==> src/rtl/pcb_pkg.sv <==
// ----------------------------------------------------------------------------
// pcb_pkg: shared types and constants for the preload CAN command bridge
// Command codes, flag bits, configuration record, item and result records,
// and the small helpers that build transmit frames and clamp positions.
// ----------------------------------------------------------------------------
`default_nettype none

package pcb_pkg;

  // Event kinds carried by the mode field
  typedef enum logic [1:0] {
    MODE_HOST = 2'd0,
    MODE_RX   = 2'd1,
    MODE_TICK = 2'd2,
    MODE_ACK  = 2'd3
  } mode_t;

  // Which frame the last tick put on the bus
  typedef enum logic [1:0] {
    OUT_NONE       = 2'd0,
    OUT_PENDING    = 2'd1,
    OUT_POLL       = 2'd2,
    OUT_SUPERSEDED = 2'd3
  } outstanding_t;

  // Host command codes
  localparam logic [7:0] CMD_SET_TARGET        = 8'h01;
  localparam logic [7:0] CMD_LOAD_PRESET       = 8'h02;
  localparam logic [7:0] CMD_SAVE_CURRENT      = 8'h03;
  localparam logic [7:0] CMD_STOP              = 8'h04;
  localparam logic [7:0] CMD_CLEAR_ALARMS      = 8'h05;
  localparam logic [7:0] CMD_MOVE_RELATIVE     = 8'h06;
  localparam logic [7:0] CMD_REQUEST_STATUS    = 8'h10;
  localparam logic [7:0] CMD_SET_POSITION_REF  = 8'h11;
  localparam logic [7:0] CMD_START_CALIBRATION = 8'h12;

  // First byte of a status frame that carries a preset report
  localparam logic [7:0] PRESET_REPORT_KIND = 8'hF0;

  // Status flag bit positions
  localparam int FL_STATUS_SEEN = 0;
  localparam int FL_ALARM_SEEN  = 1;
  localparam int FL_TIMEOUT     = 2;
  localparam int FL_ACTIVE      = 3;
  localparam int FL_TX_TRIED    = 4;
  localparam int FL_TX_OK       = 5;
  localparam int FL_TX_FAILED   = 6;

  // Configuration register indexes
  localparam logic [2:0] CFG_MAX_POSITION    = 3'd0;
  localparam logic [2:0] CFG_TIMEOUT_MS      = 3'd1;
  localparam logic [2:0] CFG_POLL_PERIOD_MS  = 3'd2;
  localparam logic [2:0] CFG_STATUS_FRAME_ID = 3'd3;
  localparam logic [2:0] CFG_ALARM_FRAME_ID  = 3'd4;

  // Configuration reset values
  localparam logic [7:0]  RST_MAX_POSITION    = 8'd100;
  localparam logic [15:0] RST_TIMEOUT_MS      = 16'd1000;
  localparam logic [15:0] RST_POLL_PERIOD_MS  = 16'd100;
  localparam logic [10:0] RST_STATUS_FRAME_ID = 11'h721;
  localparam logic [10:0] RST_ALARM_FRAME_ID  = 11'h722;

  localparam logic [15:0] AGE_NEVER = 16'hFFFF;

  typedef struct packed {
    logic [7:0]  max_position;
    logic [15:0] timeout_ms;
    logic [15:0] poll_period_ms;
    logic [10:0] status_frame_id;
    logic [10:0] alarm_frame_id;
  } cfg_t;

  typedef struct packed {
    logic [1:0]  mode;
    logic [7:0]  command;
    logic [15:0] value;
    logic [7:0]  slot;
    logic [10:0] frame_id;
    logic        frame_extended;
    logic [3:0]  frame_len;
    logic [63:0] frame_data;
    logic        tx_ok;
  } item_t;

  typedef struct packed {
    logic        accepted;
    logic        tx_valid;
    logic [1:0]  tx_len;
    logic [23:0] tx_payload;
    logic [7:0]  target;
    logic [7:0]  position;
    logic [7:0]  controller_target;
    logic [7:0]  active_slot;
    logic [7:0]  controller_state;
    logic [15:0] alarms;
    logic [7:0]  status_flags;
    logic [15:0] motor_current;
  } result_t;

  // Limit a reported value to the configured maximum
  function automatic logic [7:0] clamp_max(input logic [15:0] v, input logic [7:0] max_pos);
    clamp_max = (v > {8'd0, max_pos}) ? max_pos : v[7:0];
  endfunction

  // Frame length for a command code
  function automatic logic [1:0] frame_len(input logic [7:0] code);
    case (code)
      CMD_SET_TARGET, CMD_SET_POSITION_REF, CMD_MOVE_RELATIVE: frame_len = 2'd3;
      CMD_LOAD_PRESET, CMD_SAVE_CURRENT:                       frame_len = 2'd2;
      default:                                                 frame_len = 2'd1;
    endcase
  endfunction

  // Frame bytes for a command code: code, then value or slot
  function automatic logic [23:0] frame_bytes(input logic [7:0] code,
                                              input logic [15:0] value,
                                              input logic [7:0] slot);
    case (code)
      CMD_SET_TARGET, CMD_SET_POSITION_REF, CMD_MOVE_RELATIVE:
        frame_bytes = {value, code};
      CMD_LOAD_PRESET, CMD_SAVE_CURRENT:
        frame_bytes = {8'd0, slot, code};
      default:
        frame_bytes = {16'd0, code};
    endcase
  endfunction

endpackage

`default_nettype wire

==> src/rtl/pcb_cfg.sv <==
// ----------------------------------------------------------------------------
// pcb_cfg: configuration registers
// Holds the five bridge settings, loaded from the write port by index.
// ----------------------------------------------------------------------------
`default_nettype none

module pcb_cfg (
  input  wire logic         clk,
  input  wire logic         rst_n,
  input  wire logic         cfg_we,
  input  wire logic [2:0]   cfg_index,
  input  wire logic [15:0]  cfg_wdata,
  output pcb_pkg::cfg_t     cfg
);
  import pcb_pkg::*;

  cfg_t cfg_r;

  // Load the addressed register; indexes past the list are dropped
  always_ff @(posedge clk) begin
    if (!rst_n) begin
      cfg_r.max_position    <= RST_MAX_POSITION;
      cfg_r.timeout_ms      <= RST_TIMEOUT_MS;
      cfg_r.poll_period_ms  <= RST_POLL_PERIOD_MS;
      cfg_r.status_frame_id <= RST_STATUS_FRAME_ID;
      cfg_r.alarm_frame_id  <= RST_ALARM_FRAME_ID;
    end else if (cfg_we) begin
      case (cfg_index)
        CFG_MAX_POSITION:    cfg_r.max_position    <= cfg_wdata[7:0];
        CFG_TIMEOUT_MS:      cfg_r.timeout_ms      <= cfg_wdata;
        CFG_POLL_PERIOD_MS:  cfg_r.poll_period_ms  <= cfg_wdata;
        CFG_STATUS_FRAME_ID: cfg_r.status_frame_id <= cfg_wdata[10:0];
        CFG_ALARM_FRAME_ID:  cfg_r.alarm_frame_id  <= cfg_wdata[10:0];
        default: ;
      endcase
    end
  end

  assign cfg = cfg_r;

endmodule

`default_nettype wire

==> src/rtl/pcb_in_reg.sv <==
// ----------------------------------------------------------------------------
// pcb_in_reg: input register
// Captures one event per transfer and holds it until the core takes it.
// ----------------------------------------------------------------------------
`default_nettype none

module pcb_in_reg (
  input  wire logic           clk,
  input  wire logic           rst_n,
  input  wire logic           in_valid,
  output logic                in_ready,
  input  wire pcb_pkg::item_t in_item,
  input  wire logic           take,
  output logic                item_vld,
  output pcb_pkg::item_t      item
);
  import pcb_pkg::*;

  logic  vld_r;
  logic  vld_nxt;
  item_t item_r;

  // Room when empty or when the held event leaves this cycle
  assign in_ready = !vld_r || take;

  always_comb begin
    vld_nxt = vld_r;
    if (in_ready) begin
      vld_nxt = in_valid;
    end
  end

  always_ff @(posedge clk) begin
    if (!rst_n) begin
      vld_r <= 1'b0;
    end else begin
      vld_r <= vld_nxt;
    end
  end

  // Payload needs no reset
  always_ff @(posedge clk) begin
    if (in_valid && in_ready) begin
      item_r <= in_item;
    end
  end

  assign item_vld = vld_r;
  assign item     = item_r;

endmodule

`default_nettype wire

==> src/rtl/pcb_core.sv <==
// ----------------------------------------------------------------------------
// pcb_core: bridge state and event decode
// Applies one event per cycle, when fire is set, to the bridge state and forms its result.
// ----------------------------------------------------------------------------
`default_nettype none

module pcb_core #(
  parameter int PRESET_SLOTS = 5
) (
  input  wire logic           clk,
  input  wire logic           rst_n,
  input  wire pcb_pkg::cfg_t  cfg,
  input  wire pcb_pkg::item_t item,
  input  wire logic           fire,
  output pcb_pkg::result_t    res
);
  import pcb_pkg::*;

  localparam int         SLOT_W     = (PRESET_SLOTS > 1) ? $clog2(PRESET_SLOTS) : 1;
  localparam logic [7:0] SLOT_LIMIT = 8'(PRESET_SLOTS);

  // State registers
  logic [7:0]  target_r, target_nxt;
  logic [7:0]  position_r, position_nxt;
  logic [7:0]  ctgt_r, ctgt_nxt;
  logic [7:0]  slot_r, slot_nxt;
  logic [7:0]  cstate_r, cstate_nxt;
  logic [15:0] alarm_r, alarm_nxt;
  logic [15:0] current_r, current_nxt;
  logic [15:0] age_r, age_nxt;
  logic [6:0]  flag_r, flag_nxt;
  logic [PRESET_SLOTS-1:0] seen_r, seen_nxt;
  logic        pend_vld_r, pend_vld_nxt;
  logic [7:0]  pend_code_r, pend_code_nxt;
  logic [15:0] pend_value_r, pend_value_nxt;
  logic [7:0]  pend_slot_r, pend_slot_nxt;
  outstanding_t outst_r, outst_nxt;
  logic [15:0] poll_r, poll_nxt;

  logic [7:0]  preset_r [PRESET_SLOTS];
  logic              tbl_we;
  logic [SLOT_W-1:0] tbl_idx;
  logic [7:0]        tbl_wdata;

  // Decode helpers
  logic              ok;
  logic              tx_v;
  logic [7:0]        tx_code;
  logic [15:0]       tx_value;
  logic [7:0]        tx_slot;
  logic signed [16:0] delta;
  logic signed [16:0] lim;
  logic signed [16:0] nt;
  logic              cmd_slot_ok;
  logic [SLOT_W-1:0] cmd_idx;
  logic [7:0]        rx_b [8];
  logic              rx_ok;

  always_comb begin
    for (int i = 0; i < 8; i++) begin
      rx_b[i] = item.frame_data[8*i +: 8];
    end
  end

  assign delta       = {item.value[15], item.value};
  assign lim         = {9'd0, cfg.max_position};
  assign nt          = $signed({9'd0, ctgt_r}) + delta;
  assign cmd_slot_ok = item.slot < SLOT_LIMIT;
  assign cmd_idx     = item.slot[SLOT_W-1:0];
  assign rx_ok       = !item.frame_extended && item.frame_len[3];

  // Next state for one event
  always_comb begin
    target_nxt     = target_r;
    position_nxt   = position_r;
    ctgt_nxt       = ctgt_r;
    slot_nxt       = slot_r;
    cstate_nxt     = cstate_r;
    alarm_nxt      = alarm_r;
    current_nxt    = current_r;
    age_nxt        = age_r;
    flag_nxt       = flag_r;
    seen_nxt       = seen_r;
    pend_vld_nxt   = pend_vld_r;
    pend_code_nxt  = pend_code_r;
    pend_value_nxt = pend_value_r;
    pend_slot_nxt  = pend_slot_r;
    outst_nxt      = outst_r;
    poll_nxt       = poll_r;
    tbl_we         = 1'b0;
    tbl_idx        = cmd_idx;
    tbl_wdata      = position_r;
    ok             = 1'b0;
    tx_v           = 1'b0;
    tx_code        = pend_code_r;
    tx_value       = pend_value_r;
    tx_slot        = pend_slot_r;

    case (mode_t'(item.mode))
      MODE_HOST: begin
        // Range-check the command and apply its local effect
        case (item.command)
          CMD_SET_TARGET: begin
            if (item.value <= {8'd0, cfg.max_position}) begin
              ok         = 1'b1;
              target_nxt = item.value[7:0];
            end
          end
          CMD_LOAD_PRESET: begin
            if (cmd_slot_ok) begin
              ok       = 1'b1;
              slot_nxt = item.slot;
              if (seen_r[cmd_idx]) begin
                target_nxt = preset_r[cmd_idx];
              end
            end
          end
          CMD_SAVE_CURRENT: begin
            if (cmd_slot_ok) begin
              ok                = 1'b1;
              slot_nxt          = item.slot;
              tbl_we            = 1'b1;
              seen_nxt[cmd_idx] = 1'b1;
            end
          end
          CMD_MOVE_RELATIVE: begin
            if (!(delta > lim) && !(delta < -lim)) begin
              ok = 1'b1;
              if (nt < 0) begin
                target_nxt = 8'd0;
              end else if (nt > lim) begin
                target_nxt = cfg.max_position;
              end else begin
                target_nxt = nt[7:0];
              end
            end
          end
          CMD_STOP, CMD_CLEAR_ALARMS, CMD_REQUEST_STATUS, CMD_START_CALIBRATION: begin
            ok = 1'b1;
          end
          CMD_SET_POSITION_REF: begin
            ok = item.value <= {8'd0, cfg.max_position};
          end
          default: ok = 1'b0;
        endcase
        // Hold a valid command as the pending frame
        if (ok) begin
          pend_vld_nxt   = 1'b1;
          pend_code_nxt  = item.command;
          pend_value_nxt = item.value;
          pend_slot_nxt  = item.slot;
          if (outst_r == OUT_PENDING) begin
            outst_nxt = OUT_SUPERSEDED;
          end
        end
      end

      MODE_RX: begin
        // Decode status, preset report or alarm frames
        if (rx_ok && item.frame_id == cfg.status_frame_id) begin
          ok = 1'b1;
          if (rx_b[0] == PRESET_REPORT_KIND) begin
            if (rx_b[1] < SLOT_LIMIT) begin
              tbl_we                        = 1'b1;
              tbl_idx                       = rx_b[1][SLOT_W-1:0];
              tbl_wdata                     = clamp_max({8'd0, rx_b[2]}, cfg.max_position);
              seen_nxt[rx_b[1][SLOT_W-1:0]] = 1'b1;
            end
            if (rx_b[3] < SLOT_LIMIT) begin
              slot_nxt = rx_b[3];
            end
            position_nxt = clamp_max({8'd0, rx_b[4]}, cfg.max_position);
            ctgt_nxt     = clamp_max({8'd0, rx_b[5]}, cfg.max_position);
          end else begin
            position_nxt = clamp_max({rx_b[1], rx_b[0]}, cfg.max_position);
            ctgt_nxt     = clamp_max({rx_b[3], rx_b[2]}, cfg.max_position);
            slot_nxt     = rx_b[4];
            cstate_nxt   = rx_b[5];
          end
          alarm_nxt                = {rx_b[7], rx_b[6]};
          flag_nxt[FL_STATUS_SEEN] = 1'b1;
          age_nxt                  = 16'd0;
        end else if (rx_ok && item.frame_id == cfg.alarm_frame_id) begin
          ok                      = 1'b1;
          alarm_nxt               = {rx_b[1], rx_b[0]};
          position_nxt            = clamp_max({rx_b[3], rx_b[2]}, cfg.max_position);
          ctgt_nxt                = clamp_max({rx_b[5], rx_b[4]}, cfg.max_position);
          current_nxt             = {rx_b[7], rx_b[6]};
          flag_nxt[FL_ALARM_SEEN] = 1'b1;
          age_nxt                 = 16'd0;
        end
      end

      MODE_TICK: begin
        // Advance counters; send the pending frame, else a due poll
        flag_nxt[FL_ACTIVE] = 1'b1;
        if (age_r != AGE_NEVER) begin
          age_nxt = age_r + 16'd1;
        end
        if (poll_r != 16'hFFFF) begin
          poll_nxt = poll_r + 16'd1;
        end
        if (pend_vld_r) begin
          tx_v      = 1'b1;
          outst_nxt = OUT_PENDING;
        end else if (poll_nxt >= cfg.poll_period_ms) begin
          tx_v      = 1'b1;
          tx_code   = CMD_REQUEST_STATUS;
          tx_value  = 16'd0;
          tx_slot   = 8'd0;
          outst_nxt = OUT_POLL;
          poll_nxt  = 16'd0;
        end
        if (tx_v) begin
          flag_nxt[FL_TX_TRIED] = 1'b1;
        end
      end

      MODE_ACK: begin
        // Close the outstanding frame; drop pending only on its own success
        if (outst_r != OUT_NONE) begin
          flag_nxt[FL_TX_OK]     = item.tx_ok;
          flag_nxt[FL_TX_FAILED] = !item.tx_ok;
          if (item.tx_ok && outst_r == OUT_PENDING) begin
            pend_vld_nxt = 1'b0;
          end
          outst_nxt = OUT_NONE;
        end
      end

      default: ;
    endcase

    flag_nxt[FL_TIMEOUT] = age_nxt >= cfg.timeout_ms;
  end

  // Result of this event, taken from the updated state
  always_comb begin
    res.accepted          = ok;
    res.tx_valid          = tx_v;
    res.tx_len            = tx_v ? frame_len(tx_code) : 2'd0;
    res.tx_payload        = tx_v ? frame_bytes(tx_code, tx_value, tx_slot) : 24'd0;
    res.target            = target_nxt;
    res.position          = position_nxt;
    res.controller_target = ctgt_nxt;
    res.active_slot       = slot_nxt;
    res.controller_state  = cstate_nxt;
    res.alarms            = alarm_nxt;
    res.status_flags      = {1'b0, flag_nxt};
    res.motor_current     = current_nxt;
  end

  always_ff @(posedge clk) begin
    if (!rst_n) begin
      target_r     <= '0;
      position_r   <= '0;
      ctgt_r       <= '0;
      slot_r       <= '0;
      cstate_r     <= '0;
      alarm_r      <= '0;
      current_r    <= '0;
      age_r        <= AGE_NEVER;
      flag_r       <= '0;
      seen_r       <= '0;
      pend_vld_r   <= 1'b0;
      pend_code_r  <= '0;
      pend_value_r <= '0;
      pend_slot_r  <= '0;
      outst_r      <= OUT_NONE;
      poll_r       <= '0;
    end else if (fire) begin
      target_r     <= target_nxt;
      position_r   <= position_nxt;
      ctgt_r       <= ctgt_nxt;
      slot_r       <= slot_nxt;
      cstate_r     <= cstate_nxt;
      alarm_r      <= alarm_nxt;
      current_r    <= current_nxt;
      age_r        <= age_nxt;
      flag_r       <= flag_nxt;
      seen_r       <= seen_nxt;
      pend_vld_r   <= pend_vld_nxt;
      pend_code_r  <= pend_code_nxt;
      pend_value_r <= pend_value_nxt;
      pend_slot_r  <= pend_slot_nxt;
      outst_r      <= outst_nxt;
      poll_r       <= poll_nxt;
    end
  end

  // Preset table: entries are read only once their seen bit is set
  always_ff @(posedge clk) begin
    if (fire && tbl_we) begin
      preset_r[tbl_idx] <= tbl_wdata;
    end
  end

`ifndef ASSERT_OFF
  // A frame sent from the pending slot keeps that slot loaded until acked
  a_outst_has_pending: assert property (@(posedge clk) disable iff (!rst_n)
    (outst_r == OUT_PENDING || outst_r == OUT_SUPERSEDED) |-> pend_vld_r)
    else $error("outstanding pending frame without pending command");

  // A successful ack of the pending frame empties the pending slot
  a_ack_clears: assert property (@(posedge clk) disable iff (!rst_n)
    (fire && item.mode == MODE_ACK && item.tx_ok && outst_r == OUT_PENDING)
      |=> (!pend_vld_r && outst_r == OUT_NONE))
    else $error("pending command survived its acknowledge");

  // A tick always leaves the bridge marked active
  a_tick_active: assert property (@(posedge clk) disable iff (!rst_n)
    (fire && item.mode == MODE_TICK) |=> flag_r[FL_ACTIVE])
    else $error("tick did not mark the bridge active");
`endif

endmodule

`default_nettype wire

==> src/rtl/preload_can_command_bridge.sv <==
// ----------------------------------------------------------------------------
// preload_can_command_bridge: host to CAN actuator command bridge
// Takes one event per transfer (host command, received frame, millisecond
// tick or transmit acknowledge) and returns one result for each. A new event
// is taken every clock unless the decode stage stalls. An event is held in
// the input register after its transfer, decoded against the bridge state
// once the result register has room, and its result is loaded into the
// result register in that same cycle and held there until taken.
// Throughput is set by the single decode stage, which stalls only while the
// result register is full and not taken.
// ----------------------------------------------------------------------------
`default_nettype none

module preload_can_command_bridge #(
  parameter int PRESET_SLOTS = 5
) (
  input  wire logic         clk,
  input  wire logic         rst_n,
  // Configuration
  input  wire logic         cfg_we,
  input  wire logic [2:0]   cfg_index,
  input  wire logic [15:0]  cfg_wdata,
  // Event input
  input  wire logic         in_valid,
  output logic              in_ready,
  input  wire logic [1:0]   in_mode,
  input  wire logic [7:0]   in_command,
  input  wire logic [15:0]  in_value,
  input  wire logic [7:0]   in_slot,
  input  wire logic [10:0]  in_frame_id,
  input  wire logic         in_frame_extended,
  input  wire logic [3:0]   in_frame_len,
  input  wire logic [63:0]  in_frame_data,
  input  wire logic         in_tx_ok,
  // Result output
  output logic              out_valid,
  input  wire logic         out_ready,
  output logic              out_accepted,
  output logic              out_tx_valid,
  output logic [1:0]        out_tx_len,
  output logic [23:0]       out_tx_payload,
  output logic [7:0]        out_target,
  output logic [7:0]        out_position,
  output logic [7:0]        out_controller_target,
  output logic [7:0]        out_active_slot,
  output logic [7:0]        out_controller_state,
  output logic [15:0]       out_alarms,
  output logic [7:0]        out_status_flags,
  output logic [15:0]       out_motor_current
);
  import pcb_pkg::*;

  cfg_t    cfg;
  item_t   in_item;
  item_t   item;
  logic    item_vld;
  logic    fire;
  result_t res;
  result_t res_r;
  logic    out_vld_r;
  logic    out_vld_nxt;

  assign in_item = '{mode: in_mode, command: in_command, value: in_value, slot: in_slot,
                     frame_id: in_frame_id, frame_extended: in_frame_extended,
                     frame_len: in_frame_len, frame_data: in_frame_data,
                     tx_ok: in_tx_ok};

  pcb_cfg u_cfg (
    .clk       (clk),
    .rst_n     (rst_n),
    .cfg_we    (cfg_we),
    .cfg_index (cfg_index),
    .cfg_wdata (cfg_wdata),
    .cfg       (cfg)
  );

  pcb_in_reg u_in_reg (
    .clk      (clk),
    .rst_n    (rst_n),
    .in_valid (in_valid),
    .in_ready (in_ready),
    .in_item  (in_item),
    .take     (fire),
    .item_vld (item_vld),
    .item     (item)
  );

  // Decode when an event is held and the result register has room
  assign fire = item_vld && (!out_vld_r || out_ready);

  pcb_core #(
    .PRESET_SLOTS (PRESET_SLOTS)
  ) u_core (
    .clk  (clk),
    .rst_n(rst_n),
    .cfg  (cfg),
    .item (item),
    .fire (fire),
    .res  (res)
  );

  // Result register
  always_comb begin
    out_vld_nxt = out_vld_r;
    if (fire) begin
      out_vld_nxt = 1'b1;
    end else if (out_ready) begin
      out_vld_nxt = 1'b0;
    end
  end

  always_ff @(posedge clk) begin
    if (!rst_n) begin
      out_vld_r <= 1'b0;
    end else begin
      out_vld_r <= out_vld_nxt;
    end
  end

  always_ff @(posedge clk) begin
    if (fire) begin
      res_r <= res;
    end
  end

  assign out_valid             = out_vld_r;
  assign out_accepted          = res_r.accepted;
  assign out_tx_valid          = res_r.tx_valid;
  assign out_tx_len            = res_r.tx_len;
  assign out_tx_payload        = res_r.tx_payload;
  assign out_target            = res_r.target;
  assign out_position          = res_r.position;
  assign out_controller_target = res_r.controller_target;
  assign out_active_slot       = res_r.active_slot;
  assign out_controller_state  = res_r.controller_state;
  assign out_alarms            = res_r.alarms;
  assign out_status_flags      = res_r.status_flags;
  assign out_motor_current     = res_r.motor_current;

`ifndef ASSERT_OFF
  // Accepted commands and frames never send a frame in the same result
  a_acc_no_tx: assert property (@(posedge clk) disable iff (!rst_n)
    (out_valid && out_accepted) |-> !out_tx_valid)
    else $error("accepted event also emitted a frame");

  // A result without a frame carries an empty frame field
  a_no_tx_empty: assert property (@(posedge clk) disable iff (!rst_n)
    (out_valid && !out_tx_valid) |-> (out_tx_len == 2'd0 && out_tx_payload == 24'd0))
    else $error("frame bytes present without a frame");

  // Any emitted frame shows up in the tried flag
  a_tx_tried: assert property (@(posedge clk) disable iff (!rst_n)
    (out_valid && out_tx_valid) |-> (out_status_flags[FL_TX_TRIED] && out_tx_len != 2'd0))
    else $error("emitted frame without tried flag or length");
`endif

endmodule

`default_nettype wire
==> config.mk <==
export PLATFORM = sky130hd
export DESIGN_NAME = preload_can_command_bridge
export DESIGN_NICKNAME = d
export VERILOG_FILES = /design/src/rtl/pcb_pkg.sv /design/src/rtl/pcb_cfg.sv /design/src/rtl/pcb_in_reg.sv /design/src/rtl/pcb_core.sv /design/src/rtl/preload_can_command_bridge.sv
export SDC_FILE = /design/constraint.sdc
export NUM_CORES = 1
export LEC_CHECK = 0
export BUFFER_PORTS_ARGS = -buffer_cell sky130_fd_sc_hd__buf_2
export CORE_MARGIN = 1
export CORE_UTILIZATION = 59
export CTS_CLUSTER_SIZE = 10
export DETAILED_ROUTE_END_ITERATION = 6
export GPL_ROUTABILITY_DRIVEN = 0
export GPL_TIMING_DRIVEN = 0
export HOLD_SLACK_MARGIN = 0.12
export PLACE_DENSITY_LB_ADDON = 0.25
export SETUP_SLACK_MARGIN = 0.5
export SYNTH_ARGS = -nofsm -noshare
export SYNTH_HDL_FRONTEND = slang
export SYNTH_SLANG_ARGS = --single-unit
export TNS_END_PERCENT = 5
==> constraint.sdc <==
create_clock -name clk -period 6.3 [get_ports clk]
set_input_delay 0.63 -clock clk [delete_from_list [all_inputs] [get_ports clk]]
set_output_delay 0.63 -clock clk [all_outputs]
set_load 0.02 [all_outputs]
==> results of run 1 <==
[layout make-up]
cell class,instances,area share (%)
Antenna cell,1,0.00930
Buffer,119,1.81
Clock buffer,94,5.69
Clock inverter,8,0.367
Inverter,72,1.02
Multi-Input combinational cell,1663,38.9
Sequential cell,476,45.0
Tap cell,518,2.41
Timing Repair Buffer,245,4.72
[critical path: cells and delay by family (launching register included)]
| kind | cells | cell delay (ps) |
|---|---|---|
| AOI/OAI and AO/OA | 4 | 1370 |
| buffers and inverters | 3 | 1130 |
| and+or+nand+nor | 5 | 1080 |
| DFF | 1 | 570 |
| adders and majority gates | 2 | 560 |
[kinds of logic (layout without fill, tap and decap cells)]
logic type	Yosys count	in the layout
xor gates and xnor gates	48	48
AOI/OAI and AO/OA	609	609
adders and majority gates	114	114
other	1	2
muxes	75	75
buffers and inverters	191	538
and+or+nand+nor	816	816
DFF	476	476
[synthesized netlist by cell type, drive strengths merged (38+ instances only)]
cell type / instances / share of area, %
nand3: 83 / 1.8
nor2: 130 / 2.1
a21oi: 203 / 4.4
nor3: 39 / 0.88
and3: 38 / 1.0
inv: 68 / 1.1
dfxtp: 217 / 19
edfxtp: 259 / 33
clkbuf: 98 / 1.6
a22o: 51 / 1.9
ha: 113 / 6.1
o21ai: 129 / 2.8
nand2: 360 / 5.8
[sequential cells by signal, indices dropped and copies added (netlist names), 24 cells and up, named ones only]
register / count
u_in_reg.item: 112
u_cfg.cfg: 62
u_core.preset_r: 40
out_tx_payload: 24
[layout by cell type, fill, tap and decap left out, types with 7 or more instances in the layout]
cell type and n:
a31oi_1 20, nor2_1 130, and3_1 38, edfxtp_1 259, buf_2 251, o22ai_1 19
mux2i_1 31, nand2_1 360, a211oi_1 10, a311oi_1 15, a22o_1 51, xor2_1 16
nor3_1 38, o211a_1 11, xnor2_1 32, or3_1 9, and2_1 20, a21o_1 35
clkbuf_16 55, nor4_1 17, o211ai_1 24, o21ai_1 26, mux4_2 8, nor2b_1 13
nand3_1 82, o221ai_1 10, dfxtp_1 217, inv_1 67, o21a_1 15, ha_1 113
clkbuf_1 135, mux2_2 32, or2_2 8, and4_1 8, nand4_1 35, a21oi_1 202
buf_1 7, o21ai_0 103, nand2b_1 29, o31ai_1 18
[layer usage]
layer  global-route usage (%)  vias to the layer above  wire length (um)
li1                         -                     9208                 -
met1                     41.9                     9553             26000
met2                     54.6                     1311             31900
met3                     6.35                      329              7570
met4                     22.2                        0              4800
met5                        0                        -                 0
[worst max-delay path by stage]
stage                            start                     to  slack, ps  cells past startpoint
finish                   u_cfg.cfg[57]          out_target[0]       1340                     14
global route             u_cfg.cfg[57]  u_core.pend_code_r[4]       1090                     15
CTS                 u_in_reg.item[114]    out_status_flags[2]       1520                     14
detailed placement       u_cfg.cfg[57]          out_target[0]       1550                     14
global placement             out_ready        out_position[4]      -1110                      7
floorplan                    out_ready           out_accepted       1340                      6
[stage by stage]
| step | cell area, sq um | instances | util [%] |
|---|---|---|---|
| after floorplan | 23400 | 2330 | - |
| after global placement | 25200 | 3091 | 65.0 |
| after detailed placement | 25300 | 3093 | 65.1 |
| after CTS | 26900 | 3195 | 69.3 |
| after global routing | 26900 | 3196 | 69.3 |
| final | 26900 | 3196 | 69.3 |
[power by group]
group / switching [W] / leakage, nW / total [W] / internal [W]
Sequential: 0.0000941 / 4.12 / 0.00347 / 0.00338
Combinational: 0.000423 / 5.49 / 0.000645 / 0.000223
Clock: 0.00125 / 0.784 / 0.00294 / 0.00169
==> metrics, run 1 <==
hold path startpoint=in_mode[0]; root buffer cell=clkbuf_16; MaxCap Viol Count=0; # resized after CTS=0; Post-Synth XOR/XNOR Area=1.80%; Worst EP arrival=5330 ps; Sum Neg Setup Slack=0 ps; row count=72; Clock Path Buffers=3; DR DRC count=0; Post-synth ARST share=0%; mapped cell area=0.0234 sq mm; effective utilization at floorplan=60.2%; Worst Skew=14.1 ps; HPWL Detailed=51500 um; crit-path cells=clkinv_1, nand4_1, nor3_1, ha_1, inv_1, ha_1, nand2_1, nor3_1, o31ai_1, a221oi_1, o21a_1, buf_1, nor2_1, o31a_1; minimum clock period=4960 ps; Synth Instances=2330; Power Density=262 mW/mm^2; WHS Endpoint=u_in_reg.item[113]; HP Class=in -> reg; CTS buffer count=55; # fillers=2880; Vias=20400; CTS Sinks=476; TritonRoute pass-1 iters=6; worst r2r path cells=14; mux contribution to synthesized area=3.84%; Worst-Skew Late Latency=620 ps; fin. max-slew vios=0; Slew @ Worst Pin=1190 ps; die width=201 um; adder-cell share of the synthesized area=6.14%; number of flops mapped to enable cells by yosys=259; DIE HEIGHT=201 um; post-route setup slack=1340 ps; die area=0.0404 sq mm; Seq cells post-synth=476; top_reg_cell synth=edfxtp_1; core area=0.0388 sq mm; R2R Path Start=u_cfg.cfg[57]; Final Setup Violations=0; nets=2885; crit start category=flip-flop; register area share after synthesis=51.9%; CP peak stage delay=670 ps; Detail Route Antenna Nets=0; syn_nets=2583; final total power=0.00705 W; Max Freq=201 MHz; Setup Fix Bufs, Post-CTS=0; R2R Path End=out_target[0]; RSZ-0062 raised after global routing=false; total length of routed wires=70300 um; VDD IR max=0.217 mV; Slew HR=20.1%; Port Buf Inserts=243; distinct cell type count after synthesis=85; Tot GR Track Use=33.9%; largest family of logic cells by synthesized area=compound AO/OA/AOI/OAI gates; largest net degree at the start of global routing=90; clock edge transition at the registers on the reported setup and hold paths=60 ps; flop-to-flop setup slack=1340 ps; fin crit share=78.8%; Register Area=0.0121 sq mm; crit end category=flip-flop; status=finished clean; IO Count=249; DRT iter0 DRCs=2275; CP Max Fanout=12; total congestion overflow=0; H-tree levels=2; first-pass GRT wire length=106000 um; pre-CTS WS=1550 ps; CP max-delay cell=clkinv_1; hold slack=189 ps; hold buffer count at cts=0; Synth Area in Compound Gates=16.7%; CTS tree=done; Synth warnings=0; syn_area_per_cell=10.0 sq um; Worst EP required=6660 ps; endpoints failing hold=0; LEAKAGE=10.4 nW; WS Path Type=reg -> reg; multi-input logic area=0.0105 sq mm; Area growth, synth to finish=15.2%; number of global-route vias before repair=19400; drt via density=6.38; share of cells above drive strength 1=14.5%; initial antenna violation count=1; Hold Crit Depth=1; routed len/inst=22.0 um; simple-gate share of the synthesized area=16.4%
(Power assumes the default switching activity.)
==> run 2: changes to the inputs <==
- CORE_UTILIZATION: 59 -> 54
- clock period: 6.3 -> 4.4 ns (I/O delays scaled with it)
==> run 2 against run 1 <==
Against the previous run: the run now ends with DRC left; non-clock buffer count grew 149; first-iteration DRC count down 4.1%; global-route usage fell by 0.11 points; core utilization is 1.6 points lower; critical endpoint is now out_status_flags[2].
==> metrics, run 2 (same netlist as run 1, synthesis figures left out) <==
# fillers=3144 (+9.2%); Area growth, synth to finish=22.8%; DIE HEIGHT=210 um (+4.5%); CP max-delay cell=or4_4; crit end category=flip-flop; DRT iter0 DRCs=2181 (-4.1%); Worst-Skew Late Latency=620 ps (about the same); MaxCap Viol Count=0 (unchanged); fin crit share=90.3% (+11 points); Power Density=357 mW/mm^2 (+36%); Max Freq=252 MHz (+25%); gr busiest metal=met2; CP peak stage delay=580 ps (-90 ps); status=complete, but fails checks; WS Path Type=reg -> reg; most common cell after layout, fill and taps aside=nand2_1; total congestion overflow=0 (unchanged); Worst EP arrival=4320 ps (-1010 ps); initial antenna violation count=2 (+1); VDD IR max=0.348 mV (+60%); Sum Neg Setup Slack=0 ps (unchanged); number of global-route vias before repair=20400 (+5.5%); IO Count=249 (unchanged); Worst EP required=4750 ps (-1910 ps); met3 usage=6.20% (-0.15 points); Tot GR Track Use=33.8% (-0.11 points); share of cells above drive strength 1=16.9% (+2.5 points); root buffer cell=clkbuf_16; failing checks=DRC; Vias=21000 (+3.0%); met1 Use GR=42.0% (about the same); drt via density=6.17 (-3.3%); die width=210 um (+4.5%); minimum clock period=3970 ps (-991 ps); first-pass GRT wire length=114000 um (+7.1%); fin. max-slew vios=0 (unchanged); LEAKAGE=11.1 nW (+6.6%); DR DRC count=1 (+1); largest net degree at the start of global routing=65 (-28%); placed cell count=3152 (+1.9%); CTS tree=done; grt met2 use=55.3% (+0.76 points); Final Setup Violations=0 (unchanged); CTS Sinks=476 (unchanged); endpoints failing hold=0 (unchanged); Finished Layout Cells=3405 (+6.5%); effective utilization at floorplan=55.2% (-5.0 points); crit-path cells=xor2_1, or4_4, nor3_4, o31ai_4, o21bai_2, a21oi_2, ha_1, nand2b_1, a21o_1, a21o_1, a21o_1, a211oi_2, o31ai_2, a311oi_2, nor3_2; most frequent cells in the layout=359 x nand2_1, 259 x edfxtp_1, 250 x buf_2; H-tree levels=2 (unchanged); max reg flops=112 (unchanged); CP Max Fanout=7 (-5); RSZ-0062 raised after global routing=true; Port Buf Inserts=243 (unchanged); row count=75 (+4.2%); Worst Skew=22.7 ps (+8.64 ps); nets=3034 (+5.2%); Detail Route Antenna Nets=0 (unchanged); Slew @ Worst Pin=1090 ps (-103 ps); critical path's most frequent cell=a21o_1; die area=0.0441 sq mm (+9.2%); hold slack=157 ps (-32.8 ps); HP Class=in -> reg; Top reg by flops=u_in_reg.item; Clock Path Buffers=3 (unchanged); clock edge transition at the registers on the reported setup and hold paths=50 ps (about the same); routed len/inst=22.3 um (+1.4%); total length of routed wires=75900 um (+8.0%); Slew HR=27.6% (+7.5 points); core area=0.0423 sq mm (+9.0%); HPWL Detailed=52200 um (+1.4%); crit start category=flip-flop; CTS buffer count=55 (unchanged); TritonRoute pass-1 iters=7 (+1)
run 2: cell count changes in the layout (fill, tap and decap cells not counted), moves of 6 or more:
| cell | before | now |
|---|---|---|
| dlygate4sd3_1 | 0 | 121 |
| clkbuf_1 | 135 | 129 |
| a21oi_1 | 202 | 196 |
| buf_4 | 5 | 33 |
| a21oi_2 | 1 | 7 |
| dfxtp_1 | 217 | 209 |
| clkbuf_2 | 0 | 6 |
| dfxtp_2 | 0 | 7 |
run 2: timing repair:
action,4_1_cts,5_1_grt
setup buffers,17,11
hold buffers,121,0
hold endpoints to repair,133,0
pin swaps,10,17
resized for setup,51,35
setup endpoints to repair,136,131
run 2: worst paths after layout:
| path | from | endpoint | slack (ps) | cells past startpoint |
|---|---|---|---|---|
| worst max-delay path | u_in_reg.item[73] | out_status_flags[2] | 430 | 15 |
| worst min-delay path | cfg_wdata[8] | u_cfg.cfg[30] | 160 | 3 |
| worst max register to register | u_in_reg.item[73] | out_status_flags[2] | 430 | 15 |
| worst min register to register | u_core.current_r[14] | u_core.current_r[14] | 450 | 2 |
run 2: report_power, final:
part	total, W	switching [W]	internal, W
clock network	0.00421	0.00182	0.00238
registers	0.00497	0.000135	0.00483
logic	0.00107	0.000654	0.000415
run 2: worst max-delay path, delay by kind of cell (launching register included):
kind            cells  cell delay [ps]
compound gates      9             1690
simple gates        4             1150
flops               1              440
fa+ha+maj           1              240
xor+xnor            1              180
run 2: area by class of cell:
| type | instances | area, sq um | share of cell area, % |
|---|---|---|---|
| Timing Repair Buffer | 394 | 2690 | 9.39 |
| Tap cell | 577 | 722 | 2.52 |
| Clock buffer | 97 | 1550 | 5.42 |
| Clock inverter | 6 | 68.8 | 0.240 |
| Buffer | 119 | 522 | 1.82 |
| Sequential cell | 476 | 12100 | 42.3 |
| Antenna cell | 1 | 2.50 | 0.00872 |
| Inverter | 72 | 292 | 1.02 |
| Multi-Input combinational cell | 1663 | 10700 | 37.3 |
run 2: layer usage:
| layer | up-vias | share of wire (%) | wire length [um] |
|---|---|---|---|
| met4 | 0 | 6.3 | 4770 |
| li1 | 9486 | - | - |
| met3 | 318 | 10 | 7810 |
| met5 | - | 0 | 0 |
| met2 | 1264 | 46 | 34900 |
| met1 | 9948 | 37 | 28400 |
run 2: through the flow:
stage / total power [W] / area [sq um] / setup WS, ps / util [%]
after global placement: 0.00593 / 25300 / -510 / 59.8
after floorplan: 0.00558 / 23400 / 580 / -
after global routing: 0.0105 / 28700 / 283 / 67.8
after detailed placement: 0.00596 / 25400 / -355 / 59.9
after CTS: 0.0102 / 28500 / 457 / 67.3
final: 0.0102 / 28700 / 427 / 67.8
